$ cat config.mk
export PLATFORM = sky130hd
export DESIGN_NAME = utf16_to_utf8_converter_top
export DESIGN_NICKNAME = d
export VERILOG_FILES = /design/src/hdl/u16u8_pkg.sv /design/src/hdl/u16u8_front.sv /design/src/hdl/u16u8_queue.sv /design/src/hdl/u16u8_back.sv /design/src/hdl/utf16_to_utf8_converter_top.sv
export SDC_FILE = /design/constraint.sdc
export NUM_CORES = 1
export LEC_CHECK = 0
export ABC_AREA = 1
export BUFFER_PORTS_ARGS = -buffer_cell sky130_fd_sc_hd__buf_2
export CAP_MARGIN = 20
export CORE_UTILIZATION = 40
export DETAILED_ROUTE_END_ITERATION = 6
export SLEW_MARGIN = 10
export SYNTH_ARGS = -nofsm -noshare
export SYNTH_HDL_FRONTEND = slang
export SYNTH_SLANG_ARGS = --single-unit
$ cat constraint.sdc
create_clock -name clock -period 7.72 [get_ports clock]
set_clock_uncertainty 0.1 [all_clocks]
set_input_delay 0.772 -clock clock [delete_from_list [all_inputs] [get_ports clock]]
set_output_delay 0.772 -clock clock [all_outputs]
set_load 0.01 [all_outputs]
$ cat src/hdl/u16u8_pkg.sv
// ----------------------------------------------------------------------------
// u16u8_pkg
// shared types, constants and the byte encoder of the utf-16 to utf-8 block
// ----------------------------------------------------------------------------
`timescale 1ns / 1ps
`default_nettype none

package u16u8_pkg;

   localparam logic [15:0] SURR_MASK       = 16'hFC00;
   localparam logic [15:0] SURR_RANGE_MASK = 16'hF800;
   localparam logic [15:0] HIGH_SURR       = 16'hD800;
   localparam logic [15:0] LOW_SURR        = 16'hDC00;
   localparam logic [20:0] SUPP_BASE       = 21'h010000;
   localparam logic [15:0] ONE_BYTE_LIMIT  = 16'h0080;
   localparam logic [15:0] TWO_BYTE_LIMIT  = 16'h0800;
   localparam logic [7:0]  TERM_BYTE       = 8'h00;

   localparam int QUEUE_DEPTH = 4;
   localparam int QUEUE_AW    = $clog2(QUEUE_DEPTH);
   localparam int QUEUE_CW    = $clog2(QUEUE_DEPTH + 1);

   // one queued word: code point, number of utf-8 bytes, terminator flag
   typedef struct packed {
      logic [20:0] code_point;
      logic [2:0]  byte_count;
      logic        term;
   } desc_type;

   typedef struct packed {
      logic                full;
      logic                empty;
      logic [QUEUE_CW-1:0] level;
   } queue_status_type;

   function automatic logic [7:0] utf8_byte(desc_type d, logic [2:0] idx);
      logic [7:0] b;
      b = TERM_BYTE;
      unique case (d.byte_count)
         3'd1: begin
            if (idx == 3'd0) b = {1'b0, d.code_point[6:0]};
         end
         3'd2: begin
            if (idx == 3'd0) b = {3'b110, d.code_point[10:6]};
            else if (idx == 3'd1) b = {2'b10, d.code_point[5:0]};
         end
         3'd3: begin
            if (idx == 3'd0) b = {4'b1110, d.code_point[15:12]};
            else if (idx == 3'd1) b = {2'b10, d.code_point[11:6]};
            else if (idx == 3'd2) b = {2'b10, d.code_point[5:0]};
         end
         3'd4: begin
            if (idx == 3'd0) b = {5'b11110, d.code_point[20:18]};
            else if (idx == 3'd1) b = {2'b10, d.code_point[17:12]};
            else if (idx == 3'd2) b = {2'b10, d.code_point[11:6]};
            else if (idx == 3'd3) b = {2'b10, d.code_point[5:0]};
         end
         default: b = TERM_BYTE;
      endcase
      return b;
   endfunction

endpackage

`default_nettype wire

$ cat src/hdl/u16u8_front.sv
// ----------------------------------------------------------------------------
// u16u8_front
// classifies code units, pairs surrogates and builds queue words
// ----------------------------------------------------------------------------
`timescale 1ns / 1ps
`default_nettype none

module u16u8_front (
   input  wire logic                 clock,
   input  wire logic                 reset,
   input  wire logic                 accept,
   input  wire logic [15:0]          code_unit,
   input  wire logic                 last_unit,
   output logic                      push,
   output u16u8_pkg::desc_type       desc
);
   import u16u8_pkg::*;

   logic       high_pending_ff, high_pending_in;
   logic [9:0] held_high_ff, held_high_in;
   logic       is_high, is_low, is_surr;

   assign is_high = (code_unit & SURR_MASK) == HIGH_SURR;
   assign is_low  = (code_unit & SURR_MASK) == LOW_SURR;
   assign is_surr = (code_unit & SURR_RANGE_MASK) == HIGH_SURR;

   always_comb begin
      high_pending_in = high_pending_ff;
      held_high_in    = held_high_ff;
      desc.code_point = {5'd0, code_unit};
      desc.byte_count = 3'd0;
      desc.term       = last_unit;
      priority if (high_pending_ff) begin
         if (is_low) begin
            desc.code_point = SUPP_BASE + {1'b0, held_high_ff, code_unit[9:0]};
            desc.byte_count = 3'd4;
         end
         high_pending_in = 1'b0;
         held_high_in    = 10'd0;
      end else if (is_high) begin
         high_pending_in = 1'b1;
         held_high_in    = code_unit[9:0];
      end else if (is_surr) begin
         desc.byte_count = 3'd0;
      end else if (code_unit < ONE_BYTE_LIMIT) begin
         desc.byte_count = 3'd1;
      end else if (code_unit < TWO_BYTE_LIMIT) begin
         desc.byte_count = 3'd2;
      end else begin
         desc.byte_count = 3'd3;
      end
      if (last_unit) begin
         high_pending_in = 1'b0;
         held_high_in    = 10'd0;
      end
   end

   assign push = accept && ((desc.byte_count != 3'd0) || desc.term);

   always_ff @(posedge clock) begin
      if (reset) begin
         high_pending_ff <= 1'b0;
         held_high_ff    <= 10'd0;
      end else if (accept) begin
         high_pending_ff <= high_pending_in;
         held_high_ff    <= held_high_in;
      end
   end

endmodule

`default_nettype wire

$ cat src/hdl/u16u8_queue.sv
// ----------------------------------------------------------------------------
// u16u8_queue
// short fifo of words between the front and back parts
// ----------------------------------------------------------------------------
`timescale 1ns / 1ps
`default_nettype none

module u16u8_queue (
   input  wire logic                   clock,
   input  wire logic                   reset,
   input  wire logic                   push,
   input  wire u16u8_pkg::desc_type    push_desc,
   input  wire logic                   pop,
   output u16u8_pkg::desc_type         head_desc,
   output u16u8_pkg::queue_status_type status
);
   import u16u8_pkg::*;

   desc_type            mem [QUEUE_DEPTH];
   logic [QUEUE_AW-1:0] wr_ptr_ff, rd_ptr_ff;
   logic [QUEUE_CW-1:0] level_ff, level_in;
   logic                do_push, do_pop;

   assign status.level = level_ff;
   assign status.full  = level_ff == QUEUE_CW'(QUEUE_DEPTH);
   assign status.empty = level_ff == '0;
   assign do_push      = push && !status.full;
   assign do_pop       = pop && !status.empty;
   assign head_desc    = mem[rd_ptr_ff];

   always_comb begin
      level_in = level_ff;
      if (do_push && !do_pop) level_in = level_ff + QUEUE_CW'(1);
      else if (do_pop && !do_push) level_in = level_ff - QUEUE_CW'(1);
   end

   always_ff @(posedge clock) begin
      if (do_push) mem[wr_ptr_ff] <= push_desc;
   end

   always_ff @(posedge clock) begin
      if (reset) begin
         wr_ptr_ff <= '0;
         rd_ptr_ff <= '0;
         level_ff  <= '0;
      end else begin
         if (do_push) wr_ptr_ff <= wr_ptr_ff + QUEUE_AW'(1);
         if (do_pop) rd_ptr_ff <= rd_ptr_ff + QUEUE_AW'(1);
         level_ff <= level_in;
      end
   end

endmodule

`default_nettype wire

$ cat src/hdl/u16u8_back.sv
// ----------------------------------------------------------------------------
// u16u8_back
// serialises queued words into utf-8 bytes on a registered output
// ----------------------------------------------------------------------------
`timescale 1ns / 1ps
`default_nettype none

module u16u8_back (
   input  wire logic                clock,
   input  wire logic                reset,
   input  wire logic                head_valid,
   input  wire u16u8_pkg::desc_type head_desc,
   output logic                     pop,
   output logic                     rsp_valid,
   input  wire logic                rsp_ready,
   output logic [7:0]               rsp_out_byte,
   output logic                     rsp_end_of_string
);
   import u16u8_pkg::*;

   desc_type   cur_ff;
   logic       busy_ff;
   logic [2:0] idx_ff;
   logic       out_valid_ff;
   logic [7:0] out_byte_ff;
   logic       out_eos_ff;
   logic [2:0] total;
   logic       out_free, emit, done;

   assign total    = cur_ff.byte_count + {2'b00, cur_ff.term};
   assign out_free = !out_valid_ff || rsp_ready;
   assign emit     = busy_ff && out_free;
   assign done     = emit && (idx_ff == total - 3'd1);
   assign pop      = head_valid && (!busy_ff || done);

   always_ff @(posedge clock) begin
      if (pop) cur_ff <= head_desc;
      if (emit) begin
         out_byte_ff <= utf8_byte(cur_ff, idx_ff);
         out_eos_ff  <= cur_ff.term && (idx_ff == cur_ff.byte_count);
      end
   end

   always_ff @(posedge clock) begin
      if (reset) begin
         busy_ff      <= 1'b0;
         idx_ff       <= 3'd0;
         out_valid_ff <= 1'b0;
      end else begin
         if (pop) begin
            busy_ff <= 1'b1;
            idx_ff  <= 3'd0;
         end else if (done) begin
            busy_ff <= 1'b0;
         end else if (emit) begin
            idx_ff <= idx_ff + 3'd1;
         end
         if (emit) out_valid_ff <= 1'b1;
         else if (rsp_ready) out_valid_ff <= 1'b0;
      end
   end

   assign rsp_valid         = out_valid_ff;
   assign rsp_out_byte      = out_byte_ff;
   assign rsp_end_of_string = out_eos_ff;

endmodule

`default_nettype wire

$ cat src/hdl/utf16_to_utf8_converter_top.sv
// ----------------------------------------------------------------------------
// utf16_to_utf8_converter_top
// utf-16 code units in, utf-8 bytes out, zero terminator after the last unit
// ----------------------------------------------------------------------------
// One 16-bit code unit is taken per cycle while the four-word queue between
// the classifier and the byte serialiser has room. Units that produce no byte
// (a held high surrogate, a dropped or lone surrogate not marked last) never
// enter the queue. Every other unit becomes one queue word, which the
// byte-wide serialiser sends out one byte at a time: one byte for ascii, up
// to three for other basic-plane units, four for a surrogate pair and one
// more zero byte for the terminator.
// ----------------------------------------------------------------------------
`timescale 1ns / 1ps
`default_nettype none

module utf16_to_utf8_converter_top (
   input  wire logic        clock,
   input  wire logic        reset,
   input  wire logic        req_valid,
   output logic             req_ready,
   input  wire logic [15:0] req_code_unit,
   input  wire logic        req_last_unit,
   output logic             rsp_valid,
   input  wire logic        rsp_ready,
   output logic [7:0]       rsp_out_byte,
   output logic             rsp_end_of_string
);
   import u16u8_pkg::*;

   logic             accept, push, pop;
   desc_type         push_desc, head_desc;
   queue_status_type q_status;

   assign req_ready = !q_status.full;
   assign accept    = req_valid && req_ready;

   u16u8_front u_front (
      .clock     (clock),
      .reset     (reset),
      .accept    (accept),
      .code_unit (req_code_unit),
      .last_unit (req_last_unit),
      .push      (push),
      .desc      (push_desc)
   );

   u16u8_queue u_queue (
      .clock     (clock),
      .reset     (reset),
      .push      (push),
      .push_desc (push_desc),
      .pop       (pop),
      .head_desc (head_desc),
      .status    (q_status)
   );

   u16u8_back u_back (
      .clock             (clock),
      .reset             (reset),
      .head_valid        (!q_status.empty),
      .head_desc         (head_desc),
      .pop               (pop),
      .rsp_valid         (rsp_valid),
      .rsp_ready         (rsp_ready),
      .rsp_out_byte      (rsp_out_byte),
      .rsp_end_of_string (rsp_end_of_string)
   );

   // queue never overfills
   a_level: assert property (@(posedge clock) disable iff (reset)
      q_status.level <= QUEUE_CW'(QUEUE_DEPTH))
      else $error("queue level above depth");

   // terminator word is always zero
   a_term_zero: assert property (@(posedge clock) disable iff (reset)
      rsp_valid && rsp_end_of_string |-> rsp_out_byte == TERM_BYTE)
      else $error("terminator word not zero");

   // full queue with no pop stays full and blocks input
   a_full_hold: assert property (@(posedge clock) disable iff (reset)
      q_status.full && !pop |=> !req_ready)
      else $error("full queue released without a pop");

   // nothing shown on the output right after reset
   a_reset_idle: assert property (@(posedge clock)
      reset |=> !rsp_valid)
      else $error("output word valid after reset");

endmodule

`default_nettype wire
# == Yosys cells after proc, flatten, opt, wreduce, memory -nomap -nowiden ==
# Memory sizes are Yosys's and may differ from the RTL's. A register that Yosys moved wholly into a read port is not among the register bits.
# Index checks and enable logic that the tools add are counted.
# totals
ff_bits,32
mem_bits_rw,100
in_bits,21
output_inout_bits,11
word_cells,96
n_memories,1
# memory_table
memory,depth,word_bits,rd,rd_clocked_by_memory_dff,wr,line_no,source
u_queue.mem,4,25,1,1,1,u16u8_queue.sv:19,desc_type mem [QUEUE_DEPTH];
# classes
add_sub_neg,8
order_cmp,2
eq_ne,13
n_mux,32
n_bitwise,1
reduce_logical,29
# op_table
op,n
8-bit two-way mux,9
8-bit one-hot mux with 4 select lines,1
10-bit two-way mux,3
24-bit two-way mux,1
"17-bit by 20-bit adder with 21-bit output, first input constant",1
21-bit two-way mux,1
3-bit two-way mux,6
"16-bit by 12-bit < comparator with 1-bit output, second input constant",1
"16-bit by 8-bit < comparator with 1-bit output, second input constant",1
"3-bit by 2-bit equality test with 1-bit output, second input constant",4
"6-bit equality test, second input constant",2
1-bit logical AND,10
1-bit two-way mux,10
7-bit two-way mux,1
"3-bit by 1-bit adder with 3-bit output, second input constant",2
"3-bit by 1-bit equality test with 1-bit output, second input constant",2
3-bit equality test,2
"3-bit equality test, second input constant",2
1-bit logical NOT,6
3-bit logical NOT,2
2-bit nonzero test,3
3-bit nonzero test,2
"3-bit by 1-bit subtractor with 3-bit output, second input constant",2
"5-bit equality test, second input constant",1
other kinds (6),10

# == Depth between registers and ports, before layout ==
# Gate-level depths: netlist of run 1.
# depth
depth_word,14
ltp_mapped,17
ltp_nobuf,17

# == Cells and area by module ==
# From an unflattened synthesis of run 1, not the netlist that was laid out.
# hier_totals
hier_cells,646
hier_area_um2,7038.0
# modules_own_cells
mod,instances,cells_each,area_each_um2
u16u8_queue,1,312,4230.3
u16u8_back,1,220,2024.4
u16u8_front,1,110,765.7
utf16_to_utf8_converter_top,1,4,17.5

# == Least setup slack after synthesis of run 1 ==
# Ideal clock, no wire load.
# synth_path
path_kind,input port to flip-flop
startpoint,input req_code_unit[12]
endpoint,"memory u_queue.mem[0][0] (netlist bit), enable pin"
setup_time_ns,0.407
arrival_ns,2.444
required_time_ns,7.213
slack_ns,4.769
path_stages,8
n_path_buf,0
cell_sequence,inv_1 > nor2_2 > nand2_2 > nor2_8 > nand2_4 > nand3_2 > nand2_4 > nor2_1
# synth_between
elab_chain_cells,12
word_cells_on_any_way,17
cone_classes,2 x order compare; 3 x eq/ne; 8 x mux; 4 x reduce/logical
# synth_lines
element,line_no,source
start: declaration,utf16_to_utf8_converter_top.sv:21,"input wire logic [15:0] req_code_unit,"
16-bit by 12-bit < comparator with 1-bit output,u16u8_front.sv:47,end else if (code_unit < TWO_BYTE_LIMIT) begin
1-bit two-way mux,u16u8_front.sv:47,
3-bit two-way mux,u16u8_front.sv:45,end else if (code_unit < ONE_BYTE_LIMIT) begin
3-bit two-way mux,u16u8_front.sv:43,end else if (is_surr) begin
3-bit two-way mux,u16u8_front.sv:40,end else if (is_high) begin
3-bit two-way mux (*),u16u8_front.sv:33,priority if (high_pending_ff) begin
3-bit nonzero test (*),u16u8_front.sv:58,assign push = accept && ((desc.byte_count != 3'd0) || desc.term);
1-bit logical OR (*),u16u8_front.sv:58,
1-bit logical AND (*),u16u8_front.sv:58,
1-bit logical AND (*),u16u8_queue.sv:27,assign do_push = push && !status.full;
1-bit two-way mux (*),u16u8_queue.sv:38,if (do_push) mem[wr_ptr_ff] <= push_desc;
1-bit two-way mux (not written as such) (*),u16u8_queue.sv:38,
end: declaration,u16u8_queue.sv:19,
# Every way passes the cells marked *; elsewhere a longest branch is shown, timed or not.

# == Final worst setup path of run 1 ==
# layout_path
startpoint,register u_back.cur_ff[1] (netlist name)
endpoint,register u_queue.level_ff[2]
# layout_between
elab_chain_cells,10
word_cells_on_any_way,12
cone_classes,2 x add/sub; 1 x eq/ne; 1 x mux; 8 x reduce/logical
# layout_lines
element,line_no,source
3-bit by 1-bit adder with 3-bit output (*),u16u8_back.sv:30,"assign total = cur_ff.byte_count + {2'b00, cur_ff.term};"
3-bit by 1-bit subtractor with 3-bit output (*),u16u8_back.sv:33,assign done = emit && (idx_ff == total - 3'd1);
3-bit equality test (*),u16u8_back.sv:33,
1-bit logical AND (*),u16u8_back.sv:33,
1-bit logical OR (*),u16u8_back.sv:34,assign pop = head_valid && (!busy_ff || done);
1-bit logical AND (*),u16u8_back.sv:34,
1-bit logical AND (*),u16u8_queue.sv:28,assign do_pop = pop && !status.empty;
1-bit logical NOT,u16u8_queue.sv:33,if (do_push && !do_pop) level_in = level_ff + QUEUE_CW'(1);
1-bit logical AND,u16u8_queue.sv:33,
3-bit two-way mux or 2-bit nonzero test (tied branches),n/a,
end signal: assignment,u16u8_queue.sv:49,level_ff <= level_in;
end: declaration,u16u8_queue.sv:21,"logic [QUEUE_CW-1:0] level_ff, level_in;"
# Marks and branches as above.
# A chain may end at the register's enable or synchronous reset.

==> results of run 1 <==
==> critical path: cells and delay by family, from the launching register on <==
kind                       cells  cell delay [ns]
adders and majority gates      4             1.02
DFF                            1             0.39
and+or+nand+nor                6             0.46
AOI/OAI and AO/OA              4             0.51
buffers and inverters          3             0.28
==> sequential cells by signal (all words and copies together), names as in the netlist <==
register and flops:
u_queue.mem 100, u_back.cur_ff 25, u_front.held_high_ff 10, u_back.rsp_out_byte 8, u_back.idx_ff 3, u_queue.level_ff 3
u_queue.rd_ptr_ff 2, u_queue.wr_ptr_ff 2, u_back.busy_ff 1, u_back.rsp_end_of_string 1, u_back.rsp_valid 1, u_front.high_pending_ff 1
==> power by group through the flow <==
stage	Combinational (W)	Sequential, W	Clock (W)
floorplan	0.000517	0.00124	0
global placement	0.000721	0.00125	0
detailed placement	0.000747	0.00125	0
CTS	0.000753	0.00123	0.000824
global route	0.000842	0.00125	0.000867
finish	0.000755	0.00123	0.000812
==> area by class of cell <==
type	count	area, µm²
clock inverters	8	83.8
fillers	1489	8780
multi-input cells	366	1980
well taps	220	275
flip-flops and latches	157	4480
inverters	68	260
clock buffers	24	503
repair buffers	39	215
==> cells in the mapped netlist, drive strengths merged <==
master | instances | share of area (%)
a211oi | 1 | 0.11
a21oi | 22 | 1.6
a31o | 1 | 0.13
buf | 5 | 0.31
clkbuf | 14 | 0.77
clkinv | 2 | 0.18
dfxtp | 23 | 6.8
edfxtp | 134 | 59
fa | 1 | 0.30
ha | 13 | 2.4
inv | 66 | 3.7
nand2 | 77 | 4.8
nand2b | 7 | 0.65
nand3 | 25 | 2.1
nand4 | 4 | 0.59
nor2 | 84 | 5.0
nor3 | 9 | 0.66
o211ai | 11 | 1.2
o21ai | 73 | 5.4
o221ai | 4 | 0.52
o22ai | 27 | 2.5
o31ai | 4 | 0.65
o32ai | 1 | 0.13
xor2 | 2 | 0.26
==> final timing paths <==
kind / from / end / slack (ns) / depth (start not counted)
min: u_front.held_high_ff[5]$_SDFFE_PP0P_ / u_front.held_high_ff[5]$_SDFFE_PP0P_ / 0.36 / 2
max: u_back.cur_ff[1]$_DFFE_PP_ / u_queue.level_ff[2]$_SDFFE_PP0P_ / 4.84 / 17
min reg2reg: u_front.held_high_ff[5]$_SDFFE_PP0P_ / u_front.held_high_ff[5]$_SDFFE_PP0P_ / 0.36 / 2
max reg2reg: u_back.cur_ff[1]$_DFFE_PP_ / u_queue.level_ff[2]$_SDFFE_PP0P_ / 4.84 / 17
==> per-stage QoR <==
step	setup WS, ns	cells
3_3_place_gp	4.82	849
2_1_floorplan	4.77	610
3_5_place_dp	4.74	849
6_report	4.84	882
5_1_grt	4.63	882
4_1_cts	4.84	881
==> layer usage <==
layer / track usage (%) / vias up
met5: 0 / -
met4: 8.05 / 0
met3: 4.50 / 27
met2: 28.5 / 172
met1: 21.6 / 2133
li1: - / 2231
==> logic make-up (layout without fill, tap and decap cells) <==
logic type      Yosys count  count (layout)
xor+xnor                  2               2
simple gates            206             206
flops                   157             157
fa+ha+maj                14              14
buf+inv                  87             139
compound gates          144             144
==> impl_metrics.tcl, run 1 <==
set metrics [dict create \
    drive_gt1_share_pct 15.1 \
    p_switching_w 0.000930 \
    clkSinkCount 157 \
    via_count 4563 \
    grt_overflow 0 \
    synthCells 610 \
    yosysWarnings 0 \
    final_area_mm2 0.00780 \
    fin_setup_tns_ns 0 \
    seq_power_share_pct 44.0 \
    path_clk_slew_ns 0.06 \
    num_rows 47 \
    ys_seq_area_share_pct 66.1 \
    die_x_um 132 \
    clockBufferDepth 2 \
    grt_max_degree 53 \
    p_clk_share_pct 29.0 \
    hold_slack_ns 0.364 \
    synthToLayoutAreaGrowth_pct 14.9 \
    grt_first_pass_wirelength_mm 23.0 \
    finalCriticalPeriod_ns 2.88 \
    syn_area_mm2 0.00679 \
    met2_wirelength_mm 6.91 \
    drt-met1-wl_mm 6.37 \
    critPathKind "reg -> reg" \
    synth.avg_cell_area_um2 11.1 \
    synth_mux_area_share_pct 0 \
    synth-compound-area-share_pct 12.3 \
    grt_setup_unrepaired "no" \
    vias_per_cell 5.17 \
    power_density_mw_per_mm2 359 \
    initial_core_util_pct 40.9 \
    firstDrtPassIters 7 \
    synth_cell_types 36 \
    wl_per_cell_um 16.4 \
    first_global_vias 4403 \
    relSlewSlack_pct 42.3 \
    ys_ff_latch 157 \
    tritoncts "done" \
    pin_count 32 \
    antenna_found_initial 0 \
    p_int_w 0.00187 \
    power_frac_comb_pct 27.0 \
    cp_slowest_stage_delay_ns 0.39 \
    fin_util_pct 47.0 \
    finalCritPeriodShare_pct 37.3 \
    cts_made_buffers 17 \
    cts_setup_buffers 0 \
    cpMaxStageDelayCell "edfxtp_1" \
    wirelength_mm 14.4 \
    cts_root_buf "clkbuf_16" \
    routed.top_layer "met4" \
    synth_top_family_by_area "simple AND/OR/NAND/NOR gates" \
    nNetsFinal 684 \
    max-cap-violations 0 \
    worstPathArrival_ns 3.08 \
    setup_viol 0 \
    routed-wl-met3_um 762 \
    ant_nets 0 \
    drc 0 \
    placed_area_mm2 0.00720 \
    final_cell_mix "edfxtp_1, nor2_1, o21ai_0" \
    grt_usage_pct 17.4 \
    htreeDepth 4 \
    run_status "finished clean" \
    drv_slew 0 \
    diodes 0 \
    leakage_nw 2.91 \
    post_cts_resize_count 0 \
    synth_xor_area_share_pct 0.258 \
    finalHoldViolations 0 \
    cp_common_cell "ha_1" \
    fmax_ghz 0.347 \
    io_buffer_count 31 \
    place_congestion 0.917 \
    hp-class "reg -> reg" \
    drt-initial-drc-count 367 \
    required_ns 7.92 \
    vdd.ir_drop.worst_uv 186 \
    fp.dieH_um 132 \
    crit_chain "clkinv_1 > ha_1 > ha_1 > inv_1 > nand2_1 > nand2_1 > nor2_2 > nand4_1 > nand2_2 > nand2_2 > ha_1 > inv_1 > fa_1 > a21oi_1 > o21ai_0 > o21ai_0 > a21oi_1" \
    tightest_slew_ns 0.864 \
    synthAdderAreaFrac_pct 2.69 \
    detailed_place_hpwl_mm 9.98 \
    p_total_w 0.00280 \
    start_kind "flip-flop" \
    dieArea_mm2 0.0175 \
    synthSimpleGateAreaFrac_pct 13.7 \
    hold_buffers 0 \
    swShare_pct 33.2 \
    end_kind "flip-flop" \
    synth_fp_nets 645 \
    core_mm2 0.0166 \
    worstSkewPairLatency_ns 0.43 \
    cp_max_fo 6 \
    final_common_cell "edfxtp_1" \
]
Power figures use the tool's default switching activity.
==> run 2, diff against run 1 <==
==> constraint.sdc (replaced) <==
create_clock -name clock -period 2.9 [get_ports clock]
set_clock_uncertainty 0.1 [all_clocks]
set_input_delay 0.29 -clock clock [delete_from_list [all_inputs] [get_ports clock]]
set_output_delay 0.29 -clock clock [all_outputs]
set_load 0.01 [all_outputs]
==> run 2 against run 1 <==
Cell area increased by 1.2%. Critical endpoint is now u_queue.level_ff[1]$_SDFFE_PP0P_. Non-clock buffer count is 12 higher. Largest cell class unchanged. Setup slack got worse by 4.7 ns. Highest routed layer unchanged.
==> impl_metrics.tcl, run 2 (synthesized netlist as in run 1, its figures left out) <==
set metrics [dict create \
    clockBufferDepth 2 \
    fp.dieH_um 132 \
    antenna_found_initial 0 \
    top_regs "u_queue.mem: 100 flops, u_back.cur_ff: 25 flops, u_front.held_high_ff: 10 flops" \
    swShare_pct 34.7 \
    diodes 0 \
    finalCriticalPeriod_ns 2.79 \
    cpMaxStageDelayCell "fa_1" \
    vias_per_cell 5.22 \
    end_kind "flip-flop" \
    top_register "u_queue.mem" \
    max-cap-violations 0 \
    fin_setup_tns_ns 0 \
    fmax_ghz 0.359 \
    leakage_nw 2.96 \
    setup_ws_ns 0.111 \
    power_density_mw_per_mm2 956 \
    critPathBufInv 3 \
    p_total_w 0.00754 \
    tightest_slew_ns 0.610 \
    final_common_cell "edfxtp_1" \
    place_congestion 0.858 \
    pin_count 32 \
    worstPathArrival_ns 2.99 \
    seq_power_share_pct 43.5 \
    finalCritPeriodShare_pct 96.2 \
    hold_end "u_queue.mem[1][10]$_DFFE_PP_" \
    grt_max_degree 52 \
    crit_family "adder cells" \
    die_x_um 132 \
    r2r-end "u_queue.level_ff[1]$_SDFFE_PP0P_" \
    nNetsFinal 696 \
    cts_root_buf "clkbuf_16" \
    via_count 4669 \
    p_clk_share_pct 28.1 \
    largest_register_ffs 100 \
    worstSkewPairLatency_ns 0.43 \
    drt-initial-drc-count 380 \
    ant_nets 0 \
    finalHoldViolations 0 \
    cp_slowest_stage_delay_ns 0.42 \
    tritoncts "done" \
    crit_chain "clkinv_2 > ha_1 > ha_1 > inv_1 > nand2_1 > nand2_1 > nor2_2 > nand4_1 > nand2_2 > nand2_2 > ha_1 > inv_1 > fa_1 > o21ai_0 > a21oi_1" \
    wirelength_mm 15.0 \
    synthToLayoutAreaGrowth_pct 16.3 \
    hold_slack_ns 0.0169 \
    required_ns 3.10 \
    start_kind "flip-flop" \
    drv_slew 0 \
    nFillCells 1510 \
    setup_viol 0 \
    grt_usage_pct 18.1 \
    grt_first_pass_wirelength_mm 24.0 \
    p_int_w 0.00492 \
    core_mm2 0.0166 \
    worstHoldStart "req_code_unit[6]" \
    hold_depth 1 \
    dieArea_mm2 0.0175 \
    vdd.ir_drop.worst_uv 444 \
    relSlewSlack_pct 59.3 \
    cp_max_fo 5 \
    firstDrtPassIters 6 \
    dp_slack_ns 0.0301 \
    critPathKind "reg -> reg" \
    p_switching_w 0.00262 \
    path_clk_slew_ns 0.07 \
    htreeDepth 4 \
    initial_core_util_pct 40.9 \
    num_rows 47 \
    wl_per_cell_um 16.8 \
    drc 0 \
    cp_common_cell "ha_1" \
    rr_startpoint "u_back.cur_ff[1]$_DFFE_PP_" \
    r2r_slack_ns 0.11 \
    drive_gt1_share_pct 16.0 \
    fin_util_pct 47.6 \
    io_buffer_count 31 \
    first_global_vias 4490 \
    grt_overflow 0 \
    run_status "finished clean" \
    final_cell_mix "edfxtp_1, nor2_1, nand2_1, o21ai_0, inv_1" \
    cts_made_buffers 17 \
    hp-class "in -> reg" \
    detailed_place_hpwl_mm 9.88 \
    clkSinkCount 157 \
    worst-r2r-cell-count 15 \
    power_frac_comb_pct 28.4 \
]
run 2: how the worst max path moves through the flow:
stage | from | to | slack, ns | cells past startpoint
floorplan | u_back.cur_ff[1]$_DFFE_PP_ | u_queue.level_ff[2]$_SDFFE_PP0P_ | 0.32 | 17
global placement | u_back.cur_ff[1]$_DFFE_PP_ | u_queue.level_ff[2]$_SDFFE_PP0P_ | 0.20 | 17
detailed placement | u_back.cur_ff[1]$_DFFE_PP_ | u_queue.level_ff[2]$_SDFFE_PP0P_ | 0.03 | 17
CTS | u_back.cur_ff[1]$_DFFE_PP_ | u_queue.level_ff[2]$_SDFFE_PP0P_ | 0.03 | 17
global route | u_back.cur_ff[1]$_DFFE_PP_ | u_queue.level_ff[2]$_SDFFE_PP0P_ | -0.005 | 17
finish | u_back.cur_ff[1]$_DFFE_PP_ | u_queue.level_ff[1]$_SDFFE_PP0P_ | 0.11 | 15
run 2: final cells by class:
| class | count | area (µm²) | area share [%] |
|---|---|---|---|
| sequential | 157 | 4480 | 56.8 |
| multi-input combinational | 366 | 1980 | 25.1 |
| clock buffer | 18 | 429 | 5.44 |
| timing repair buffer | 51 | 333 | 4.22 |
| tap | 220 | 275 | 3.49 |
| inverter | 68 | 262 | 3.31 |
| clock inverter | 14 | 131 | 1.66 |
run 2: power by group through the flow:
stage	sequential [W]	combinational, W	clock, W
2_1_floorplan	0.00329	0.00138	0
3_3_place_gp	0.00331	0.00202	0
3_5_place_dp	0.00333	0.00209	0
4_1_cts	0.00328	0.00210	0.00216
5_1_grt	0.00332	0.00239	0.00226
6_report	0.00328	0.00214	0.00212
run 2: metal layers:
layer	vias up	track usage, %	part of all wire (%)
met5	-	0	0
met4	0	7.02	1.9
met3	25	4.11	5.1
met2	178	29.0	47
met1	2211	24.1	46
li1	2255	-	-
run 2: timing repair:
| action | in CTS | in global routing |
|---|---|---|
| hold buffers | 5 | 1 |
| endpoints found under the hold margin | 20 | 2 |
| buffers inserted | 0 | 3 |
| pin swaps | 0 | 1 |
| setup endpoints to repair | 1 | 2 |
| resized for setup | 1 | 2 |
run 2: metrics by stage:
step | std cells | area [µm²]
6_report | 894 | 7890
3_5_place_dp | 853 | 7250
4_1_cts | 890 | 7860
3_3_place_gp | 853 | 7250
5_1_grt | 894 | 7890
2_1_floorplan | 610 | 6790
